### src/imu_bias_calibrate_and_scale_assert.svh
`ifndef IMU_BIAS_CALIBRATE_AND_SCALE_ASSERT_SVH
`define IMU_BIAS_CALIBRATE_AND_SCALE_ASSERT_SVH
// implication checked in the same cycle
`define IBCS_ASSERT_NOW(lbl, ante, cons) \
    lbl: assert property (@(posedge i_clk) disable iff (!i_rst_n) (ante) |-> (cons)) \
        else $error("ibcs assertion failed");
// implication checked in the next cycle
`define IBCS_ASSERT_NEXT(lbl, ante, cons) \
    lbl: assert property (@(posedge i_clk) disable iff (!i_rst_n) (ante) |=> (cons)) \
        else $error("ibcs assertion failed");
`endif

### src/ibcs_pkg.sv
package ibcs_pkg;

    typedef struct packed {
        logic signed [15:0] accel_raw_x;
        logic signed [15:0] accel_raw_y;
        logic signed [15:0] accel_raw_z;
        logic signed [15:0] gyro_raw_x;
        logic signed [15:0] gyro_raw_y;
        logic signed [15:0] gyro_raw_z;
        logic signed [15:0] temp_sample;
        logic [31:0]        sample_time;
        logic [1:0]         cal_start;
    } t_in_item;

    typedef struct packed {
        logic signed [31:0] accel_out_x;
        logic signed [31:0] accel_out_y;
        logic signed [31:0] accel_out_z;
        logic signed [31:0] gyro_out_x;
        logic signed [31:0] gyro_out_y;
        logic signed [31:0] gyro_out_z;
        logic signed [31:0] temperature;
        logic [31:0]        time_out;
        logic [1:0]         cal_busy;
        logic               cal_done;
    } t_out_item;

    typedef struct packed {
        logic [2:0]  index;
        logic [31:0] value;
    } t_cfg_item;

    typedef enum logic [1:0] {ST_IDLE, ST_RUN, ST_FIN} t_state;

    localparam logic [2:0] REG_ACCEL_SCALE  = 3'd0;
    localparam logic [2:0] REG_GYRO_SCALE   = 3'd1;
    localparam logic [2:0] REG_TEMP_DIVISOR = 3'd2;
    localparam logic [2:0] REG_TEMP_OFFSET  = 3'd3;
    localparam logic [2:0] REG_ONE_G_COUNTS = 3'd4;

    localparam logic [30:0] RST_ACCEL_SCALE  = 31'd157;
    localparam logic [30:0] RST_GYRO_SCALE   = 31'd70;
    localparam logic [30:0] RST_TEMP_DIVISOR = 31'd22282240;
    localparam logic [31:0] RST_TEMP_OFFSET  = 32'd2394030;
    localparam logic [14:0] RST_ONE_G_COUNTS = 15'd4096;

    localparam int LANES      = 6;
    localparam int MUL_STEPS  = 17;
    localparam int BDIV_STEPS = 27;
    localparam int TDIV_STEPS = 49;

    localparam logic [31:0] S32_MAX = 32'h7fff_ffff;
    localparam logic [31:0] S32_MIN = 32'h8000_0000;

endpackage

### src/ibcs_if.sv
interface ibcs_if #(parameter type T = logic);
    logic valid;
    logic ready;
    T     data;
    modport source (output valid, output data, input ready);
    modport sink (input valid, input data, output ready);
endinterface

### src/imu_bias_calibrate_and_scale.sv
// IMU sample conversion with bias calibration. One sample in, one Q16.16 result out.
// An accepted sample runs through the bit-serial temperature divider (one quotient
// bit a cycle), which also covers the six bit-serial scale multipliers and the bias
// mean dividers, then through a finish state that waits for the output register to
// be free. The next sample is accepted the cycle after the result has moved to the
// output register, so a new sample is not taken while one is still in flight.
// Configuration writes are taken every cycle.
`include "imu_bias_calibrate_and_scale_assert.svh"
module imu_bias_calibrate_and_scale
    import ibcs_pkg::*;
#(
    parameter int CAL_PASSES = 1000
) (
    input  logic  i_clk,
    input  logic  i_rst_n,
    ibcs_if.sink  i_in,
    ibcs_if.source o_out,
    ibcs_if.sink  i_cfg
);

    localparam logic [9:0]  PASSES10 = 10'(CAL_PASSES);
    localparam logic [10:0] PASSES11 = 11'(CAL_PASSES);
    localparam logic [5:0]  LAST_CNT = 6'(TDIV_STEPS - 1);

    t_state r_state, n_state;
    logic [5:0] r_cnt;

    logic [30:0] r_accel_scale, r_gyro_scale, r_temp_div;
    logic [31:0] r_temp_off;
    logic [14:0] r_one_g;

    logic [1:0]  r_active;
    logic [9:0]  r_gcnt, r_acnt;
    logic signed [25:0] r_gsum [3];
    logic signed [26:0] r_asum [3];
    logic signed [15:0] r_gbias [3];
    logic signed [15:0] r_abias [3];

    logic [16:0] r_mag [LANES];
    logic [47:0] r_acc [LANES];
    logic        r_neg [LANES];
    logic [30:0] r_scale [LANES];

    logic [26:0] r_bd [LANES];
    logic [9:0]  r_brem [LANES];
    logic [26:0] r_bq [LANES];
    logic        r_bneg [LANES];
    logic        r_gfin, r_afin;

    logic [48:0] r_td;
    logic [30:0] r_trem;
    logic [48:0] r_tq;
    logic        r_tneg, r_tzero;

    logic [31:0] r_time;
    logic [1:0]  r_busy;
    logic        r_done;

    t_out_item   r_out;
    logic        r_ovalid;

    logic in_acc, out_load;
    logic [1:0] act, act_after;
    logic gfin, afin;
    logic [9:0] gcnt_inc, acnt_inc;
    logic signed [25:0] gsum_new [3];
    logic signed [26:0] asum_new [3];
    logic signed [16:0] diff [LANES];
    logic signed [16:0] raw17 [LANES];
    logic signed [17:0] az_adj;
    logic [31:0] lane_res [LANES];
    logic [15:0] bias_res [LANES];
    logic [49:0] t_round;
    logic [31:0] t_q;
    logic signed [32:0] t_sum;
    logic [31:0] t_res;

    assign in_acc   = i_in.valid && i_in.ready;
    assign out_load = (r_state == ST_FIN) && (!r_ovalid || o_out.ready);

    always_comb begin
        n_state = r_state;
        case (r_state)
            ST_IDLE: if (in_acc) n_state = ST_RUN;
            ST_RUN:  if (r_cnt == LAST_CNT) n_state = ST_FIN;
            ST_FIN:  if (out_load) n_state = ST_IDLE;
            default: n_state = ST_IDLE;
        endcase
    end

    always_comb begin
        i_in.ready  = (r_state == ST_IDLE);
        i_cfg.ready = 1'b1;
        o_out.valid = r_ovalid;
        o_out.data  = r_out;
    end

    always_comb begin
        raw17[0] = 17'(i_in.data.accel_raw_x);
        raw17[1] = 17'(i_in.data.accel_raw_y);
        raw17[2] = 17'(i_in.data.accel_raw_z);
        raw17[3] = 17'(i_in.data.gyro_raw_x);
        raw17[4] = 17'(i_in.data.gyro_raw_y);
        raw17[5] = 17'(i_in.data.gyro_raw_z);
        for (int i = 0; i < 3; i++) begin
            diff[i]     = raw17[i] - 17'(r_abias[i]);
            diff[i + 3] = raw17[i + 3] - 17'(r_gbias[i]);
        end
        act      = r_active | i_in.data.cal_start;
        gcnt_inc = r_gcnt + 10'd1;
        acnt_inc = r_acnt + 10'd1;
        gfin     = act[0] && (gcnt_inc == PASSES10);
        afin     = act[1] && (acnt_inc == PASSES10);
        az_adj   = 18'(raw17[2]) - $signed({3'b000, r_one_g});
        for (int i = 0; i < 3; i++) begin
            gsum_new[i] = r_gsum[i] + 26'(raw17[i + 3]);
        end
        asum_new[0] = r_asum[0] + 27'(raw17[0]);
        asum_new[1] = r_asum[1] + 27'(raw17[1]);
        asum_new[2] = r_asum[2] + 27'(az_adj);
        act_after   = act & ~{afin, gfin};
    end

    always_comb begin
        for (int i = 0; i < LANES; i++) begin
            if (!r_neg[i]) begin
                lane_res[i] = (r_acc[i] > 48'(S32_MAX)) ? S32_MAX : r_acc[i][31:0];
            end else begin
                lane_res[i] = (r_acc[i] > 48'(S32_MIN)) ? S32_MIN : -r_acc[i][31:0];
            end
            if (!r_bneg[i]) begin
                bias_res[i] = (r_bq[i] > 27'd32767) ? 16'h7fff : r_bq[i][15:0];
            end else begin
                bias_res[i] = (r_bq[i] > 27'd32768) ? 16'h8000 : -r_bq[i][15:0];
            end
        end
        t_round = ({1'b0, r_tq} + 50'd1) >> 1;
        if (r_temp_div == 31'd0) begin
            t_q = r_tneg ? S32_MIN : (r_tzero ? 32'd0 : S32_MAX);
        end else if (!r_tneg) begin
            t_q = (t_round > 50'(S32_MAX)) ? S32_MAX : t_round[31:0];
        end else begin
            t_q = (t_round > 50'(S32_MIN)) ? S32_MIN : -t_round[31:0];
        end
        t_sum = $signed({t_q[31], t_q}) + $signed({r_temp_off[31], r_temp_off});
        if (t_sum > $signed({1'b0, S32_MAX})) begin
            t_res = S32_MAX;
        end else if (t_sum < $signed({1'b1, S32_MIN})) begin
            t_res = S32_MIN;
        end else begin
            t_res = t_sum[31:0];
        end
    end

    always_ff @(posedge i_clk) begin
        if (!i_rst_n) begin
            r_state       <= ST_IDLE;
            r_cnt         <= 6'd0;
            r_ovalid      <= 1'b0;
            r_accel_scale <= RST_ACCEL_SCALE;
            r_gyro_scale  <= RST_GYRO_SCALE;
            r_temp_div    <= RST_TEMP_DIVISOR;
            r_temp_off    <= RST_TEMP_OFFSET;
            r_one_g       <= RST_ONE_G_COUNTS;
            r_active      <= 2'b00;
            r_gcnt        <= 10'd0;
            r_acnt        <= 10'd0;
            r_gfin        <= 1'b0;
            r_afin        <= 1'b0;
            for (int i = 0; i < 3; i++) begin
                r_gsum[i]  <= '0;
                r_asum[i]  <= '0;
                r_gbias[i] <= '0;
                r_abias[i] <= '0;
            end
        end else begin
            r_state <= n_state;

            if (i_cfg.valid) begin
                case (i_cfg.data.index)
                    REG_ACCEL_SCALE:  r_accel_scale <= i_cfg.data.value[30:0];
                    REG_GYRO_SCALE:   r_gyro_scale  <= i_cfg.data.value[30:0];
                    REG_TEMP_DIVISOR: r_temp_div    <= i_cfg.data.value[30:0];
                    REG_TEMP_OFFSET:  r_temp_off    <= i_cfg.data.value;
                    REG_ONE_G_COUNTS: r_one_g       <= i_cfg.data.value[14:0];
                    default: ;
                endcase
            end

            if (in_acc) begin
                r_cnt    <= 6'd0;
                r_active <= act_after;
                r_busy   <= act_after;
                r_done   <= (act != 2'b00) && (act_after == 2'b00);
                r_time   <= i_in.data.sample_time;
                r_gfin   <= gfin;
                r_afin   <= afin;
                for (int i = 0; i < LANES; i++) begin
                    r_mag[i]   <= diff[i][16] ? -diff[i] : diff[i];
                    r_acc[i]   <= '0;
                    r_scale[i] <= (i < 3) ? r_accel_scale : r_gyro_scale;
                    r_brem[i]  <= '0;
                    r_bq[i]    <= '0;
                end
                r_neg[0] <= !diff[0][16] && (diff[0] != 17'sd0);
                r_neg[1] <= diff[1][16];
                r_neg[2] <= diff[2][16];
                r_neg[3] <= diff[3][16];
                r_neg[4] <= !diff[4][16] && (diff[4] != 17'sd0);
                r_neg[5] <= !diff[5][16] && (diff[5] != 17'sd0);
                if (act[0]) begin
                    r_gcnt <= gfin ? 10'd0 : gcnt_inc;
                    for (int i = 0; i < 3; i++) begin
                        r_gsum[i]     <= gfin ? 26'sd0 : gsum_new[i];
                        r_bd[i + 3]   <= 27'(gsum_new[i][25] ? -gsum_new[i] : gsum_new[i]);
                        r_bneg[i + 3] <= gsum_new[i][25];
                    end
                end
                if (act[1]) begin
                    r_acnt <= afin ? 10'd0 : acnt_inc;
                    for (int i = 0; i < 3; i++) begin
                        r_asum[i] <= afin ? 27'sd0 : asum_new[i];
                        r_bd[i]   <= asum_new[i][26] ? -asum_new[i] : asum_new[i];
                        r_bneg[i] <= asum_new[i][26];
                    end
                end
                r_td    <= {(i_in.data.temp_sample[15] ? -i_in.data.temp_sample
                                                       : i_in.data.temp_sample), 33'd0};
                r_trem  <= '0;
                r_tq    <= '0;
                r_tneg  <= i_in.data.temp_sample[15];
                r_tzero <= (i_in.data.temp_sample == 16'sd0);
            end

            if (r_state == ST_RUN) begin
                r_cnt <= r_cnt + 6'd1;
                for (int i = 0; i < LANES; i++) begin
                    if (r_cnt < 6'(MUL_STEPS)) begin
                        r_acc[i] <= {r_acc[i][46:0], 1'b0}
                                    + (r_mag[i][16] ? 48'(r_scale[i]) : 48'd0);
                        r_mag[i] <= {r_mag[i][15:0], 1'b0};
                    end
                    if (r_cnt < 6'(BDIV_STEPS)) begin
                        if ({r_brem[i], r_bd[i][26]} >= PASSES11) begin
                            r_brem[i] <= 10'({r_brem[i], r_bd[i][26]} - PASSES11);
                            r_bq[i]   <= {r_bq[i][25:0], 1'b1};
                        end else begin
                            r_brem[i] <= {r_brem[i][8:0], r_bd[i][26]};
                            r_bq[i]   <= {r_bq[i][25:0], 1'b0};
                        end
                        r_bd[i] <= {r_bd[i][25:0], 1'b0};
                    end
                end
                if ({r_trem, r_td[48]} >= {1'b0, r_temp_div}) begin
                    r_trem <= 31'({r_trem, r_td[48]} - {1'b0, r_temp_div});
                    r_tq   <= {r_tq[47:0], 1'b1};
                end else begin
                    r_trem <= {r_trem[29:0], r_td[48]};
                    r_tq   <= {r_tq[47:0], 1'b0};
                end
                r_td <= {r_td[47:0], 1'b0};
            end

            if (out_load) begin
                r_ovalid          <= 1'b1;
                r_out.accel_out_x <= lane_res[0];
                r_out.accel_out_y <= lane_res[1];
                r_out.accel_out_z <= lane_res[2];
                r_out.gyro_out_x  <= lane_res[3];
                r_out.gyro_out_y  <= lane_res[4];
                r_out.gyro_out_z  <= lane_res[5];
                r_out.temperature <= t_res;
                r_out.time_out    <= r_time;
                r_out.cal_busy    <= r_busy;
                r_out.cal_done    <= r_done;
                for (int i = 0; i < 3; i++) begin
                    if (r_afin) r_abias[i] <= bias_res[i];
                    if (r_gfin) r_gbias[i] <= bias_res[i + 3];
                end
            end else if (o_out.ready) begin
                r_ovalid <= 1'b0;
            end
        end
    end

    `IBCS_ASSERT_NEXT(a_accept_runs, in_acc, r_state == ST_RUN)
    `IBCS_ASSERT_NEXT(a_run_ends, (r_state == ST_RUN) && (r_cnt == LAST_CNT), r_state == ST_FIN)
    `IBCS_ASSERT_NOW(a_done_idle, r_ovalid && r_out.cal_done, r_out.cal_busy == 2'b00)
    `IBCS_ASSERT_NEXT(a_load_valid, out_load, r_ovalid && (r_state == ST_IDLE))

endmodule

### src/flat_wrapper.sv
// flat-port wrapper written by rule: the top's interface ports become plain ports
module imu_bias_calibrate_and_scale_flat import ibcs_pkg::*;
#(
    parameter int CAL_PASSES = 1000
)
  (i_clk, i_rst_n, i_in_valid, i_in_data, i_in_ready, o_out_valid, o_out_data, o_out_ready, i_cfg_valid, i_cfg_data, i_cfg_ready);
  ibcs_if #(.T(t_in_item)) i_in_i ();
  ibcs_if #(.T(t_out_item)) o_out_i ();
  ibcs_if #(.T(t_cfg_item)) i_cfg_i ();
  input  logic i_clk;
  input  logic i_rst_n;
  input wire logic [$bits(i_in_i.valid)-1:0] i_in_valid;
  input wire logic [$bits(i_in_i.data)-1:0] i_in_data;
  output wire logic [$bits(i_in_i.ready)-1:0] i_in_ready;
  output wire logic [$bits(o_out_i.valid)-1:0] o_out_valid;
  output wire logic [$bits(o_out_i.data)-1:0] o_out_data;
  input wire logic [$bits(o_out_i.ready)-1:0] o_out_ready;
  input wire logic [$bits(i_cfg_i.valid)-1:0] i_cfg_valid;
  input wire logic [$bits(i_cfg_i.data)-1:0] i_cfg_data;
  output wire logic [$bits(i_cfg_i.ready)-1:0] i_cfg_ready;
  assign i_in_i.valid = i_in_valid;
  assign i_in_i.data = i_in_data;
  assign i_in_ready = i_in_i.ready;
  assign o_out_valid = o_out_i.valid;
  assign o_out_data = o_out_i.data;
  assign o_out_i.ready = o_out_ready;
  assign i_cfg_i.valid = i_cfg_valid;
  assign i_cfg_i.data = i_cfg_data;
  assign i_cfg_ready = i_cfg_i.ready;
  imu_bias_calibrate_and_scale #(.CAL_PASSES(CAL_PASSES)) u_core (.i_clk(i_clk), .i_rst_n(i_rst_n), .i_in(i_in_i), .o_out(o_out_i), .i_cfg(i_cfg_i));
endmodule
### config.mk
export PLATFORM = sky130hd
export DESIGN_NAME = imu_bias_calibrate_and_scale_flat
export DESIGN_NICKNAME = d
export VERILOG_FILES = /design/src/ibcs_pkg.sv /design/src/ibcs_if.sv /design/src/imu_bias_calibrate_and_scale.sv /design/src/flat_wrapper.sv
export VERILOG_INCLUDE_DIRS = /design/src /design/src/src
export SDC_FILE = /design/constraint.sdc
export NUM_CORES = 2
export LEC_CHECK = 0
export BUFFER_PORTS_ARGS = -buffer_cell sky130_fd_sc_hd__buf_2
export CAP_MARGIN = 5
export CORE_MARGIN = 1
export CORE_UTILIZATION = 25
export DETAILED_ROUTE_END_ITERATION = 8
export GPL_ROUTABILITY_DRIVEN = 0
export SYNTH_ARGS = -nofsm -noshare
export SYNTH_HDL_FRONTEND = slang
export SYNTH_SLANG_ARGS = --single-unit
### constraint.sdc
create_clock -name i_clk -period 30.5 [get_ports i_clk]
set_input_delay 3.05 -clock i_clk [delete_from_list [all_inputs] [get_ports i_clk]]
set_output_delay 3.05 -clock i_clk [all_outputs]
set_load 0.05 [all_outputs]
After elaboration in Yosys (flattened, before gate mapping)
Memory sizes are Yosys's and may differ from the RTL's. Cells that the tools add are included.

Bits in registers: 565. Bits in writable memories: 1227. Input bits: 186. Output and inout bits: 262. Logic and storage cells: 470. Memories: 12.

Memories: u_core.r_acc (depth 6, width 48, read ports 6, clocked after memory_dff 0, write ports 6, RTL line imu_bias_calibrate_and_scale.sv:40) `logic [47:0] r_acc [LANES];`; u_core.r_scale (depth 6, width 31, read ports 6, clocked after memory_dff 0, write ports 6, RTL line imu_bias_calibrate_and_scale.sv:42) `logic [30:0] r_scale [LANES];`; u_core.r_bd (depth 6, width 27, read ports 6, clocked after memory_dff 0, write ports 6, RTL line imu_bias_calibrate_and_scale.sv:44) `logic [26:0] r_bd [LANES];`; u_core.r_bq (depth 6, width 27, read ports 6, clocked after memory_dff 0, write ports 6, RTL line imu_bias_calibrate_and_scale.sv:46) `logic [26:0] r_bq [LANES];`; u_core.r_mag (depth 6, width 17, read ports 6, clocked after memory_dff 0, write ports 6, RTL line imu_bias_calibrate_and_scale.sv:39) `logic [16:0] r_mag [LANES];`; u_core.r_asum (depth 3, width 27, read ports 3, clocked after memory_dff 0, write ports 3, RTL line imu_bias_calibrate_and_scale.sv:35) `logic signed [26:0] r_asum [3];`; 6 more memories.

$add $sub $neg: 57. Order comparisons: 37. Eq/ne operators: 12. Muxes and demuxes: 228. Bitwise gates (word level): 57. Reduce and logical (&&, ||, !) cells: 35.

Operators by type and width (number): 27-bit two-way mux (30); 32-bit two-way mux (24); 16-bit two-way mux (25); 31-bit two-way mux (10); 48-bit adder (6); 48-bit by 31-bit > comparator with 1-bit output (second input constant) (6); 48-bit by 32-bit > comparator with 1-bit output (second input constant) (6); 48-bit two-way mux (6); 32-bit negator (7); 17-bit two-way mux (12); 49-bit two-way mux (4); 27-bit by 15-bit > comparator with 1-bit output (second input constant) (6); 27-bit by 16-bit > comparator with 1-bit output (second input constant) (6); 26-bit two-way mux (6); 10-bit two-way mux (14); 16-bit by 16-bit subtractor with 17-bit output (7); 16-bit negator (7); 17-bit negator (6); 1-bit two-way mux (91); 26-bit negator with 27-bit output (3); 27-bit negator (3); 26-bit by 16-bit adder with 26-bit output (3); 11-bit by 10-bit greater-or-equal comparator with 1-bit output (second input constant) (6); 10-bit subtractor (second input constant) (6); other kinds (40) (126).

Depth between registers and ports, before layout
An unclocked memory read counts as a cell.

Word-level depth: 9. Mapped depth: 29.

Least setup slack after synthesis
OpenSTA, ideal clock, no wires.

Path type: input port to flip-flop. Start: input i_rst_n. End: memory u_core.r_acc[0][0], enable pin. Arrival time: 10.250 ns. Slack: 17.452 ns. Stages: 5. Path through: nor3b_1 > nand2_1 > clkbuf_1 > clkbuf_1 > nand2_1.

RTL lines: start, declared (RTL line flat_wrapper.sv:11) `input logic i_rst_n;`; end, declared (RTL line imu_bias_calibrate_and_scale.sv:40).

Worst setup path in the final report
Start: register u_core.r_tq[1]. End: register u_core.r_out (netlist bit u_core.o_out.data[52]), data pin.

Cells in the longest elaborated chain, start to end: 8.

RTL lines: start, declared (RTL line imu_bias_calibrate_and_scale.sv:52) `logic [48:0] r_tq;`; start signal, assigned (RTL line imu_bias_calibrate_and_scale.sv:256) `r_tq <= {r_tq[47:0], 1'b1};`; start signal, assigned (RTL line imu_bias_calibrate_and_scale.sv:259) `r_tq <= {r_tq[47:0], 1'b0};`; 49-bit by 1-bit adder with 50-bit output * (RTL line imu_bias_calibrate_and_scale.sv:137) `t_round = ({1'b0, r_tq} + 50'd1) >> 1;`; 49-bit by 31-bit > comparator with 1-bit output (tied with other cells) (RTL line imu_bias_calibrate_and_scale.sv:141) `t_q = (t_round > 50'(S32_MAX)) ? S32_MAX : t_round[31:0];`; 32-bit two-way mux (on tied branches) (RTL line imu_bias_calibrate_and_scale.sv:141, imu_bias_calibrate_and_scale.sv:143); 32-bit two-way mux * (RTL line imu_bias_calibrate_and_scale.sv:140) `end else if (!r_tneg) begin`; 32-bit two-way mux * (RTL line imu_bias_calibrate_and_scale.sv:138) `if (r_temp_div == 31'd0) begin`; 32-bit by 32-bit adder with 33-bit output * (RTL line imu_bias_calibrate_and_scale.sv:145) `t_sum = $signed({t_q[31], t_q}) + $signed({r_temp_off[31], r_temp_off});`; 33-bit by 32-bit less-than comparator with 1-bit output (RTL line imu_bias_calibrate_and_scale.sv:148) `end else if (t_sum < $signed({1'b1, S32_MIN})) begin`; 32-bit two-way mux (RTL line imu_bias_calibrate_and_scale.sv:148); end, declared (RTL line imu_bias_calibrate_and_scale.sv:59) `t_out_item r_out;`.

Every way passes the cells marked *; elsewhere a longest branch is shown, timed or not. A chain may end at the register's enable or synchronous reset.

==> results.md <==
Floorplan:
- The die width is 650.5 um.
- The die outline area is 0.4232 mm^2.
- 448 I/O pins were placed.
- The initial utilization of the core area, before any placement, comes to around a quarter.
- The core outline area is around 0.42 mm^2.
- Row generation in the floorplan step produced approximately 240 rows.
- The die span in y is approximately 650 um.

Layout:
- Summing all non-filler instances in the final layout gives an area of roughly 0.12 mm^2.
- Compared with the post-synthesis result, the final layout area differs by 14.58%.
- Cells with a size suffix above 1 make up 9.041% of the layout.
- For this run, the post-layout net count is approximately 12,000.
- The most common cell after layout, fill and taps aside is sky130_fd_sc_hd__edfxtp_1.
- Excluding fillers, the count of instances in the completed layout stands at about 17,000.
- In the layout the commonest cells are sky130_fd_sc_hd__edfxtp_1, sky130_fd_sc_hd__nand2_1, sky130_fd_sc_hd__nor2_1, sky130_fd_sc_hd__o21ai_0, sky130_fd_sc_hd__a21oi_1.

Synthesis:
- Each instance of the synthesized netlist takes up on average around 9.6 um^2.
- The count of different cell masters after synthesis is 94.
- Summed over all instances, the cell type with the most area after synthesis is sky130_fd_sc_hd__edfxtp_1.
- The portion of synthesized cell area occupied by the leading cell type is 42.55%.
- The commonest register cell after synthesis is sky130_fd_sc_hd__edfxtp_1.
- The net count after synthesis is around 12,000.
- The combined area of all synthesized cells is between 0.1 and 0.15 mm^2.
- The post-synthesis register bit count is ~1,700.
- In this run, synthesis inferred 1,490 flip-flops with an integrated enable.
- By area the synthesized netlist is led by sky130_fd_sc_hd__edfxtp_1, sky130_fd_sc_hd__ha_1, sky130_fd_sc_hd__nand2_1.
- The number of cells produced by synthesis is ~11,000.
- Of all flip-flops after synthesis, the portion carrying an async set or reset was 0%.
- Sequential cells were found to cover a little under half of the synthesized design area.
- The count of warnings emitted by yosys is 0.

STA:
- The worst path uses approximately 27% of the clock period.
- The total of endpoints with negative setup slack in the final report is 0.
- The max-slew violation count was 0.
- Setup repair after global routing left no endpoint under its margin.
- The transition time of the tightest slew-check pin is 1127 ps.
- The number of endpoints with negative hold slack in the final report is 0.
- On the final layout, the worst hold slack is between 400 and 500 ps.
- After layout, the minimum clock period comes to just over 8000 ps.
- The worst pin sits at a relative slew slack of around 25%.
- The clock skew after layout is around 84 ps.
- Derived from the worst setup path, the maximum achievable clock frequency is 0.1216 GHz.
- After routing, the total negative slack on setup checks comes to 0 ps.

Setup path:
- The worst setup path is launched from a flop.
- The class of the most critical setup path is reg -> reg.
- Measured in cells, the most critical reg-to-reg path has a length of 23.
- The sort of element at the end of the critical path is a flop.
- The worst register-to-register path ends at u_core.o_out.data[52].
- For the worst setup path, the data required time is 31,120 ps.
- For this run, the slowest stage of the critical path takes approximately 610 ps.
- Among all stages on the critical path, the largest delay is contributed by sky130_fd_sc_hd__nor2_1.
- The launch instance of the worst register-to-register path is u_core.r_tq[1].
- Walking the worst path, the cells encountered are ha_1, and4_1, nand2_1, o41ai_1, o211ai_1, nor3_1, and4b_1, a41oi_1, nor2_1, nor2_1, a221oi_1, o21a_1, ha_1, a2111oi_0, o21ai_0, a41oi_1, o211ai_1, a311o_1, a41oi_1, o21a_1, nand2_1, nor2_1, o21ai_0.
- Along the worst path, the maximum fanout reaches 14.
- The endpoint arrival time on the critical path is a little under 9000 ps.
- The worst register-to-register path has a setup slack of approximately 22,000 ps.

Clocking:
- The root buffer cell is sky130_fd_sc_hd__clkbuf_16.
- The later-pin clock latency in the skew report is between 900 and 1000 ps.
- The number of CTS-inserted buffers is a little over 200.
- The longest clock path from root to sink contains 4 buffers.
- The post-cts sizing count is 0.
- The total number of H-tree levels is 4.
- The number of clock sinks is between 1,500 and 2,000.
- In this run, post-CTS hold repair placed 0 buffers.
- TritonCTS built the clock tree.
- Clock-pin slew was measured on the worst setup and hold paths at 60 ps.
- The number of setup buffers added after CTS is 0.

Global route:
- The number of antenna violations at the first check in global routing was 38.
- The global-route wire length before repair is around 460,000 um.
- The number of global-route vias before repair is between 70,000 and 80,000.
- Global routing consumed, over all layers together, between 10 and 15% of the routing resources.
- The pin count of the biggest net entering global routing is roughly 190.
- For this run the aggregate overflow at the end of global routing stands at 0.

Run status:
- The flow ran to the end, and the final reports show no timing, DRC or antenna violations.

Run:
- The max capacitance violation total is 0.

Routing:
- The remaining design rule violation count is 0.
- The total wire length after detailed routing is 305,200 um.
- The detailed-routing iteration count for the pre-antenna-repair pass is 8.
- The average wire per standard cell is approximately 18 um.
- In this run, the number of DRC markers left after iteration 0 of detailed routing was ~6,000.
- The via density per instance is between 4 and 5.
- Once detail routing completed, the nets flagged for antenna violations numbered 0.
- Detailed routing inserted a total of a little over 80,000 vias.

Placement:
- Counting tap cells, the placed design contains a total of 16,590 instances.
- Detailed placement finished with a half-perimeter wire length of 219,300 um.
- In this run the tool buffered the top-level ports with ~450 buffer cells.
- The post-place instance area is between 0.1 and 0.15 mm^2.

Pwr:
- The maximum resistive drop on vdd is 0.00005745 V.
- In this run the power density over the cells is between 50 and 60 mW/mm^2.
- The leakage component of the power is 0.04480 uW.

Hold path:
- The startpoint of the lowest-slack hold path is u_core.r_gyro_scale[18].
- The worst hold path cell count is 0.
- The tightest min-delay check is of the reg -> reg type.
- The path with the worst hold slack has its endpoint at u_core.r_scale[5][18].
-- Yosys cell counts (24+ instances only) --
master / count
sky130_fd_sc_hd__and3_1: 122
sky130_fd_sc_hd__ha_1: 551
sky130_fd_sc_hd__o21a_1: 108
sky130_fd_sc_hd__o21ai_0: 802
sky130_fd_sc_hd__inv_1: 573
sky130_fd_sc_hd__nand4_1: 97
sky130_fd_sc_hd__dfxtp_1: 178
sky130_fd_sc_hd__a211oi_1: 64
sky130_fd_sc_hd__nor2b_1: 103
sky130_fd_sc_hd__o311ai_0: 144
sky130_fd_sc_hd__mux2i_1: 42
sky130_fd_sc_hd__and2_1: 491
sky130_fd_sc_hd__a2111oi_0: 24
sky130_fd_sc_hd__fa_1: 34
sky130_fd_sc_hd__and4_1: 35
sky130_fd_sc_hd__a21boi_0: 145
sky130_fd_sc_hd__or4_1: 50
sky130_fd_sc_hd__nand2b_1: 94
sky130_fd_sc_hd__xnor2_1: 438
sky130_fd_sc_hd__or3b_2: 47
sky130_fd_sc_hd__nand3_1: 254
sky130_fd_sc_hd__nor3b_1: 37
sky130_fd_sc_hd__a21o_1: 209
sky130_fd_sc_hd__buf_1: 30
sky130_fd_sc_hd__o41ai_1: 50
sky130_fd_sc_hd__clkbuf_1: 385
sky130_fd_sc_hd__o31ai_1: 81
sky130_fd_sc_hd__or2_2: 53
sky130_fd_sc_hd__a31oi_1: 137
sky130_fd_sc_hd__o21bai_1: 69
sky130_fd_sc_hd__or3_1: 175
sky130_fd_sc_hd__nand4b_1: 25
sky130_fd_sc_hd__a21oi_1: 600
sky130_fd_sc_hd__nor4_1: 105
sky130_fd_sc_hd__xor2_1: 354
sky130_fd_sc_hd__nor3_1: 279
sky130_fd_sc_hd__edfxtp_1: 1490
sky130_fd_sc_hd__o211ai_1: 59
sky130_fd_sc_hd__nor2_1: 965
sky130_fd_sc_hd__nand2_1: 1151
-- registers in the layout, summed over array words and instances, names as in the netlist, 32 cells and up --
signal,cells
u_core.r_gbias,48
u_core.r_asum,81
u_core.r_time,32
u_core.r_abias,48
u_core.r_tq,49
u_core.r_temp_off,32
u_core.o_out.data,259
u_core.r_mag,102
u_core.r_brem,60
u_core.r_acc,288
u_core.r_gsum,78
u_core.r_bq,162
u_core.r_scale,62
u_core.r_bd,162
-- worst max-delay path, delay by kind of cell (launching register included) --
kind	cells	cell delay, ps
flip-flops	1	420
adder cells (fa/ha/maj)	2	600
AO/OA/AOI/OAI	13	3890
AND/OR/NAND/NOR	8	2990
-- worst max-delay path by stage --
stage                   startpoint               endpoint  slack [ps]  cells past startpoint
floorplan                  i_rst_n     u_core.r_acc[0][0]       17450                      5
global placement           i_rst_n   u_core.r_acc[0][228]       22570                      9
detailed placement         i_rst_n   u_core.r_acc[0][155]       22470                      9
CTS                 u_core.r_tq[1]  u_core.o_out.data[52]       22450                     25
global route        u_core.r_tq[1]  u_core.o_out.data[38]       21690                     23
finish              u_core.r_tq[1]  u_core.o_out.data[52]       22270                     23
-- final cells by class --
type	instances	area, um^2
Timing Repair Buffer	535	2940
Sequential cell	1668	48310
Inverter	579	2178
Fill cell	43520	297300
Clock buffer	256	5487
Multi-Input combinational cell	8315	53220
Clock inverter	128	1418
Antenna cell	21	52.55
Tap cell	5497	6878
-- routing by layer --
| metal | routed length (um) | track usage [%] | vias to the layer above |
|---|---|---|---|
| met3 | 14170 | 1.806 | 480 |
| met4 | 13410 | 5.657 | 0 |
| met5 | 0 | 0 | - |
| li1 | - | - | 40800 |
| met1 | 135700 | 18.00 | 39750 |
| met2 | 141900 | 22.81 | 1879 |
-- metrics by stage --
step	power (uW)	utilization, %	setup WS, ps
global route	6981	28.83	21690
detailed placement	4154	27.17	22470
global placement	4139	27.17	22570
CTS	6732	28.82	22450
floorplan	3818	-	17450
finish	6655	28.84	22270
-- power by group --
| group | internal [uW] | total (uW) | switching, uW |
|---|---|---|---|
| sequential | 2680 | 2800 | 118 |
| clock | 1470 | 2540 | 1070 |
| combinational | 509 | 1320 | 807 |
-- kinds of logic (layout without fill, tap and decap cells) --
logic type	count (synthesis)	count (layout)	share of synthesized area, %
buf+inv	1012	1498	3.647
fa+ha+maj	585	585	7.204
flops	1668	1668	45.94
simple gates	4150	4150	19.53
xor+xnor	792	792	6.597
other cells	1	22	0.003566
mux	48	48	0.4641
compound gates	2739	2739	16.61
Power figures use the tool's default switching activity.
